$ cat config.mk
export PLATFORM = sky130hd
export DESIGN_NAME = multicart_bank_mapper
export DESIGN_NICKNAME = d
export VERILOG_FILES = /design/src/design/mcbm_pkg.sv /design/src/design/mcbm_decode.sv /design/src/design/mcbm_core.sv /design/src/design/multicart_bank_mapper.sv
export SDC_FILE = /design/constraint.sdc
export NUM_CORES = 1
export LEC_CHECK = 0
export BUFFER_PORTS_ARGS = -buffer_cell sky130_fd_sc_hd__buf_4
export CORE_ASPECT_RATIO = 0.8
export CORE_MARGIN = 4
export CORE_UTILIZATION = 40
export CTS_BUF_LIST = sky130_fd_sc_hd__clkbuf_4 sky130_fd_sc_hd__clkbuf_8 sky130_fd_sc_hd__clkbuf_16
export CTS_CLUSTER_SIZE = 14
export DETAILED_ROUTE_END_ITERATION = 8
export HOLD_SLACK_MARGIN = 0.1
export SYNTH_ARGS = -nofsm -noshare
export SYNTH_HDL_FRONTEND = slang
export SYNTH_SLANG_ARGS = --single-unit
$ cat constraint.sdc
create_clock -name i_clk -period 4.45 [get_ports i_clk]
set_clock_uncertainty 0.1 [all_clocks]
set_input_delay 1.1125 -clock i_clk [delete_from_list [all_inputs] [get_ports i_clk]]
set_output_delay 1.1125 -clock i_clk [all_outputs]
set_load 0.02 [all_outputs]
$ cat src/design/mcbm_pkg.sv
// Package for the multicart bank mapper.
// Holds the mapping record, the result record and the address page codes.
// No dependencies.
package mcbm_pkg;

    // Widths of the item fields.
    localparam int ADDR_W = 16;
    localparam int DATA_W = 8;
    localparam int BANK_W = 16;
    localparam int NUM_WIN = 4;

    // Packed stream widths: address and data, and banks, RAM mask, mirroring.
    localparam int S_TDATA_W = 24;
    localparam int M_TDATA_W = 72;

    // Values of address bits 15:12 that select the address-driven modes.
    localparam logic [3:0] PAGE_A = 4'hA;
    localparam logic [3:0] PAGE_C = 4'hC;
    localparam logic [3:0] PAGE_D = 4'hD;
    localparam logic [3:0] PAGE_E = 4'hE;

    // Submapper mode codes.
    localparam logic MODE_DATA = 1'b0;
    localparam logic MODE_ADDR = 1'b1;

    // Decoded mapping.
    typedef struct packed {
        logic                            mirror_h;
        logic [NUM_WIN-1:0]              ram_mask;
        logic [NUM_WIN-1:0][BANK_W-1:0]  bank;
    } t_map;

    // One result item.
    typedef struct packed {
        logic latched;
        t_map map;
    } t_result;

endpackage

$ cat src/design/mcbm_decode.sv
// Mapping decoder of the multicart bank mapper.
// Turns the address and data latches and the submapper mode into a mapping.
// Depends on mcbm_pkg.
module mcbm_decode
    import mcbm_pkg::*;
(
    input  logic              i_mode,
    input  logic [ADDR_W-1:0] i_addr,
    input  logic [DATA_W-1:0] i_data,
    output t_map              o_map
);

    logic [14:0] b;
    logic [1:0]  rw;
    logic [1:0]  dw;
    logic [14:0] e;

    assign b  = i_addr[15:1];
    assign rw = i_addr[10:9];
    assign dw = i_data[5:4];
    assign e  = {b[14:1], 1'b0};

    // Decode rules for both board variants.
    always_comb begin
        o_map = '0;
        if (i_mode == MODE_ADDR) begin
            // Low 16K takes the address bank; page D sets every window to the full address.
            o_map.bank[0] = {b, 1'b0};
            o_map.bank[1] = {b, 1'b1};
            o_map.bank[2] = 16'd0;
            o_map.bank[3] = 16'd1;
            case (i_addr[15:12])
                PAGE_A: begin
                    o_map.ram_mask = 4'b0001 << rw;
                end
                PAGE_C: begin
                    o_map.bank[2] = {b[14:1], 2'b10};
                    o_map.bank[3] = {b[14:1], 2'b11};
                    o_map.ram_mask = 4'b0001 << rw;
                end
                PAGE_D: begin
                    o_map.bank[0] = i_addr;
                    o_map.bank[1] = i_addr;
                    o_map.bank[2] = i_addr;
                    o_map.bank[3] = i_addr;
                    o_map.ram_mask = i_addr[9] ? 4'b1010 : 4'b0101;
                end
                PAGE_E: begin
                    if (i_addr[8]) begin
                        o_map.bank[2] = {b[14:3], 4'b1110};
                        o_map.bank[3] = {b[14:3], 4'b1111};
                    end
                    o_map.ram_mask = 4'b0001 << rw;
                end
                default: begin
                    o_map.ram_mask = 4'b0000;
                end
            endcase
            o_map.mirror_h = i_addr[11];
        end else begin
            if (i_data[1]) begin
                // 8K bank in all windows, RAM in two windows.
                o_map.bank[0] = {1'b0, b};
                o_map.bank[1] = {1'b0, b};
                o_map.bank[2] = {1'b0, b};
                o_map.bank[3] = {1'b0, b};
                o_map.ram_mask = (4'b0001 << (dw ^ 2'b10)) | (4'b0001 << dw);
            end else if (i_data[3]) begin
                // Four consecutive 8K banks; data bit 2 is ORed into bit 2 of the last one.
                o_map.bank[0] = {1'b0, e};
                o_map.bank[1] = {1'b0, e[14:1], 1'b1};
                o_map.bank[2] = {1'b0, e[14:2], 2'b10};
                o_map.bank[3] = {1'b0, e[14:3], e[2] | i_data[2], 2'b11};
                o_map.ram_mask = 4'b0001 << dw;
            end else begin
                // 16K bank from address bits 15:2, second half bank 0.
                o_map.bank[0] = {1'b0, i_addr[15:2], 1'b0};
                o_map.bank[1] = {1'b0, i_addr[15:2], 1'b1};
                o_map.bank[2] = 16'd0;
                o_map.bank[3] = 16'd1;
                o_map.ram_mask = 4'b0001 << dw;
            end
            o_map.mirror_h = i_data[0];
        end
    end

endmodule

$ cat src/design/mcbm_core.sv
// Latch stage of the multicart bank mapper.
// Holds the mode register and the address and data latches, decides RAM hits
// and produces the mapping after each item. Depends on mcbm_pkg, mcbm_decode.
module mcbm_core
    import mcbm_pkg::*;
(
    input  logic              i_clk,
    input  logic              i_rst_n,
    input  logic              i_cfg_wr_en,
    input  logic              i_cfg_wr_data,
    input  logic              i_accept,
    input  logic [ADDR_W-1:0] i_addr,
    input  logic [DATA_W-1:0] i_data,
    output t_result           o_result
);

    logic              r_mode;
    logic [ADDR_W-1:0] r_addr;
    logic [DATA_W-1:0] r_data;
    logic [ADDR_W-1:0] n_addr;
    logic [DATA_W-1:0] n_data;
    t_map              cur_map;
    t_map              next_map;
    logic              ram_hit;

    // Mapping that holds before this item.
    mcbm_decode u_dec_cur (
        .i_mode (r_mode),
        .i_addr (r_addr),
        .i_data (r_data),
        .o_map  (cur_map)
    );

    // A write into a RAM-overlaid window leaves the latches alone.
    assign ram_hit = cur_map.ram_mask[i_addr[14:13]];
    assign n_addr  = ram_hit ? r_addr : i_addr;
    assign n_data  = ram_hit ? r_data : i_data;

    // Mapping after this item.
    mcbm_decode u_dec_next (
        .i_mode (r_mode),
        .i_addr (n_addr),
        .i_data (n_data),
        .o_map  (next_map)
    );

    assign o_result.latched = ~ram_hit;
    assign o_result.map     = next_map;

    // Mode register and latches.
    always_ff @(posedge i_clk) begin
        if (!i_rst_n) begin
            r_mode <= MODE_DATA;
            r_addr <= '0;
            r_data <= '0;
        end else begin
            if (i_cfg_wr_en) begin
                r_mode <= i_cfg_wr_data;
            end
            if (i_accept) begin
                r_addr <= n_addr;
                r_data <= n_data;
            end
        end
    end

endmodule

$ cat src/design/multicart_bank_mapper.sv
// Top level of the multicart bank mapper.
// Depends on mcbm_pkg and mcbm_core (which uses mcbm_decode).
//
// Usage: each CPU write to 0x8000-0xFFFF enters as one item on the slave
// stream (address and data in tdata). For every item one result item leaves
// on the master stream: the four 8K bank numbers, the work RAM window mask and
// the mirroring that hold after the write, with tuser set when the write
// updated the mapper latches and clear when it went to work RAM.
// The user must write the submapper mode through i_cfg_wr_en/i_cfg_wr_data
// only while the stream is idle; the block does not enforce this.
// The result is registered and is valid in the cycle after input accept.
// Throughput is one item per cycle unless the receiver stalls: the RAM hit
// check, latch update and decode all happen in the cycle the item is accepted.
// Reset clears the latches and the mode and empties the result register.
// When the receiver stalls, the result is held and a new item is accepted
// only in a cycle where the held result is taken.
module multicart_bank_mapper
    import mcbm_pkg::*;
(
    input  logic                 i_clk,
    input  logic                 i_rst_n,
    // Configuration: submapper_mode.
    input  logic                 i_cfg_wr_en,
    input  logic                 i_cfg_wr_data,
    // Input items.
    input  logic                 i_s_axis_tvalid,
    output logic                 o_s_axis_tready,
    // tdata: write_address[15:0], write_data[23:16].
    input  logic [S_TDATA_W-1:0] i_s_axis_tdata,
    // Result items.
    output logic                 o_m_axis_tvalid,
    input  logic                 i_m_axis_tready,
    // tdata: bank_window0[15:0], bank_window1[31:16], bank_window2[47:32],
    // bank_window3[63:48], ram_window_mask[67:64], mirror_horizontal[68], zero pad.
    output logic [M_TDATA_W-1:0] o_m_axis_tdata,
    // tuser: write_latched[0].
    output logic                 o_m_axis_tuser
);

    logic    r_valid;
    t_result r_result;
    t_result n_result;
    logic    accept;

    // The result register can load when empty or being drained.
    assign o_s_axis_tready = ~r_valid | i_m_axis_tready;
    assign accept          = i_s_axis_tvalid & o_s_axis_tready;

    mcbm_core u_core (
        .i_clk         (i_clk),
        .i_rst_n       (i_rst_n),
        .i_cfg_wr_en   (i_cfg_wr_en),
        .i_cfg_wr_data (i_cfg_wr_data),
        .i_accept      (accept),
        .i_addr        (i_s_axis_tdata[15:0]),
        .i_data        (i_s_axis_tdata[23:16]),
        .o_result      (n_result)
    );

    // Result valid flag.
    always_ff @(posedge i_clk) begin
        if (!i_rst_n) begin
            r_valid <= 1'b0;
        end else if (o_s_axis_tready) begin
            r_valid <= i_s_axis_tvalid;
        end
    end

    // Result payload.
    always_ff @(posedge i_clk) begin
        if (accept) begin
            r_result <= n_result;
        end
    end

    assign o_m_axis_tvalid = r_valid;
    assign o_m_axis_tuser  = r_result.latched;
    assign o_m_axis_tdata  = {3'b000, r_result.map};

endmodule

==> results by group <==
CTS
  – Hold_buf cts: 0
  – Worst-Skew Late Latency: 350 ps
  – Post-CTS sizing: 0
  – Worst-path clk slew: 80 ps
  – Postcts setup bufs: 0
  – CTS Buf Count: 9
  – CTS tree: done
  – Max Buffers Root-to-Sink: 2
  – Clk sinks: 65
  – H-tree Lvls: 3
  – Clock root buffer: clkbuf_8

Worst setup path
  – Worst Setup End Kind: flip-flop
  – CP Class: in2reg
  – Crit path max fanout: 12
  – R2R Path End: o_m_axis_tdata[37]$_DFFE_PP_
  – RR Startpoint: u_core.r_addr[13]$_SDFFE_PN0P_
  – Reg2Reg Depth: 9
  – Setup crit start: i_s_axis_tdata[13]
  – Type of element launching the critical path: primary input
  – Reg2reg setup slack: 1260 ps
  – Critical Path AT: 3600 ps
  – Crit path required time: 4420 ps

Yosys
  – Post-synth ARST share: 0%
  – EDFF count, synth: 41
  – Synth unique cells: 53
  – Syn Std Cell Area: 3420 um^2
  – Synth Area per Inst: 11.0 um^2
  – Post-synthesis register bit count: 65
  – Seq/Total Area, Yosys: 50.0%
  – Top_reg_cell synth: edfxtp_1
  – Ys Warns: 0
  – Cells after Synth: 312

Timing
  – # setup viols final: 0
  – Worst-Margin Slew: 674 ps
  – Final setup TNS: 0 ps
  – Worst hold slack: 365 ps
  – RSZ-0062 raised after global routing: false
  – Final worst path period share: 81.5%
  – Normalized max-slew margin: 54.7%
  – Count of final max-slew check failures: 0
  – F_max: 276 MHz
  – Final Hold Viols: 0
  – Min cycle time layout: 3630 ps

GRT
  – GRT Overall Usage: 16.3%
  – Vias in the first global route: 2637
  – Largest net degree at the start of global routing: 37
  – Initial antenna violation count: 0
  – First-pass GRT wire length: 13300 um
  – Remaining Overflow, GRT: 0

Layout
  – Final Instance Count excl. Fillers: 505
  – Most common cell after layout, fill and taps aside: buf_4
  – Post-route design area: 4330 um^2
  – Most frequent cells in the layout: buf_4 (111), nand2_1 (44), edfxtp_1 (41), mux2i_1 (26), dfxtp_1 (24)
  – Net count, final: 422
  – N_diodes: 0
  – Syn-to-layout area delta: 26.6%
  – Share of layout cells above drive strength 1: 35.3%

Power and ir drop
  – Total power: 0.00180 W
  – Pwr/cell area: 417 nW/um^2
  – Leak pwr: 1.88 nW
  – Worst VDD drop: 0.000195 V

Drt
  – Starting DRT DRC Count: 112
  – Via count: 2639
  – Post-route ant nets: 0
  – Wire per inst: 16.5 um
  – Drc violations: 0
  – Vias/cell: 5.23
  – Final WL: 8350 um
  – DR pass1 iterations: 5

Flow run
  – Maxcap violations: 0

Placement
  – Final HPWL DP: 6110 um
  – Area after DPL: 4090 um^2
  – Dpl cells: 489
  – IO Port Bufs: 99
  – GPL Wtd Cong: 0.812

Floorplanning
  – Die H: 90.7 um
  – Starting density of the core: 42.1%
  – # rows: 29
  – Die Wd: 111 um
  – Core area: 8130 um^2
  – Full die area: 10100 um^2
  – I/O pin count: 105

Worst hold path
  – Worst hold stages: 2
  – Hold EP: u_core.r_addr[11]$_SDFFE_PN0P_
  – Hold Path Class: reg2reg
  – Worst hold start: u_core.r_addr[11]$_SDFFE_PN0P_

Outcome
  – Status: completed
[power by group]
group / internal, W / switching, W
Sequential: 0.000709 / 0.0000308
Clock: 0.000380 / 0.000239
Combinational: 0.000182 / 0.000262
Total: 0.00127 / 0.000532
[cell families (layout without fill, tap and decap cells)]
group           count (synthesis)  after routing  synth area share (%)
buf+inv                        51            134                  9.95
flops                          65             65                  50.0
mux                            29             29                  8.60
compound gates                 83             83                  19.9
other cells                     1              3                 0.110
simple gates                   81             81                  10.9
xor+xnor                        2              2                 0.512
[metrics by stage]
step	util [%]	worst slack, ps
3_5_place_dp	50.3	441
2_1_floorplan	-	970
3_3_place_gp	50.3	465
6_report	53.3	824
4_1_cts	53.3	799
5_1_grt	53.3	557
[sequential cells by signal (all words and copies together) (netlist names)]
signal,cells
o_m_axis_tuser,1
u_core.r_data,6
o_m_axis_tdata,40
o_m_axis_tvalid,1
u_core.r_addr,16
u_core.r_mode,1
[worst max-delay path, cell delays in order]
cell and delay (ps):
buf_4 130, xor2_1 150, nor3_1 390, a211oi_4 130, nor2_2 470, inv_1 280, buf_4 240, buf_4 170
mux2i_1 370, o22ai_1 150
[metal layers]
metal | share of wire, % | routed length [um] | GRT usage, % | up-vias
li1 | - | - | - | 1284
met1 | 47 | 3960 | 21.9 | 1245
met2 | 45 | 3730 | 25.0 | 100
met3 | 6.6 | 553 | 5.89 | 10
met4 | 1.3 | 110 | 4.05 | 0
met5 | 0 | 0 | 0 | -
[how the worst max path moves through the flow]
stage	slack (ps)	endpoint
final	820	o_m_axis_tdata[37]$_DFFE_PP_
after global routing	560	o_m_axis_tdata[9]$_DFFE_PP_
after CTS	800	o_m_axis_tdata[39]$_DFFE_PP_
after detailed placement	440	o_m_axis_tdata[39]$_DFFE_PP_
after global placement	460	o_m_axis_tdata[37]$_DFFE_PP_
after floorplan	970	o_m_axis_tdata[0]$_DFFE_PP_
[cell type report]
| cell class | instances | area, um^2 |
|---|---|---|
| multi-input combinational | 198 | 1380 |
| fill | 747 | 3800 |
| timing repair buffer | 111 | 833 |
| tap | 108 | 135 |
| sequential | 65 | 1710 |
| clock inverter | 6 | 114 |
| inverter | 7 | 28.8 |
| clock buffer | 10 | 131 |
[cell usage after synthesis, drive strengths merged (4+ instances only)]
library cell | n | share of area [%]
a21boi | 11 | 2.4
a21oi | 8 | 1.2
buf | 35 | 8.1
clkbuf | 9 | 0.99
dfxtp | 24 | 14
edfxtp | 41 | 36
inv | 5 | 0.62
mux2i | 26 | 7.6
nand2 | 44 | 4.8
nand2b | 5 | 0.91
nor2 | 14 | 1.6
o211a | 12 | 3.5
o21ai | 7 | 1.0
o22ai | 9 | 1.6
o2bb2ai | 4 | 1.0
o32ai | 6 | 1.5
No activity file was read; power rests on OpenSTA's default activity.
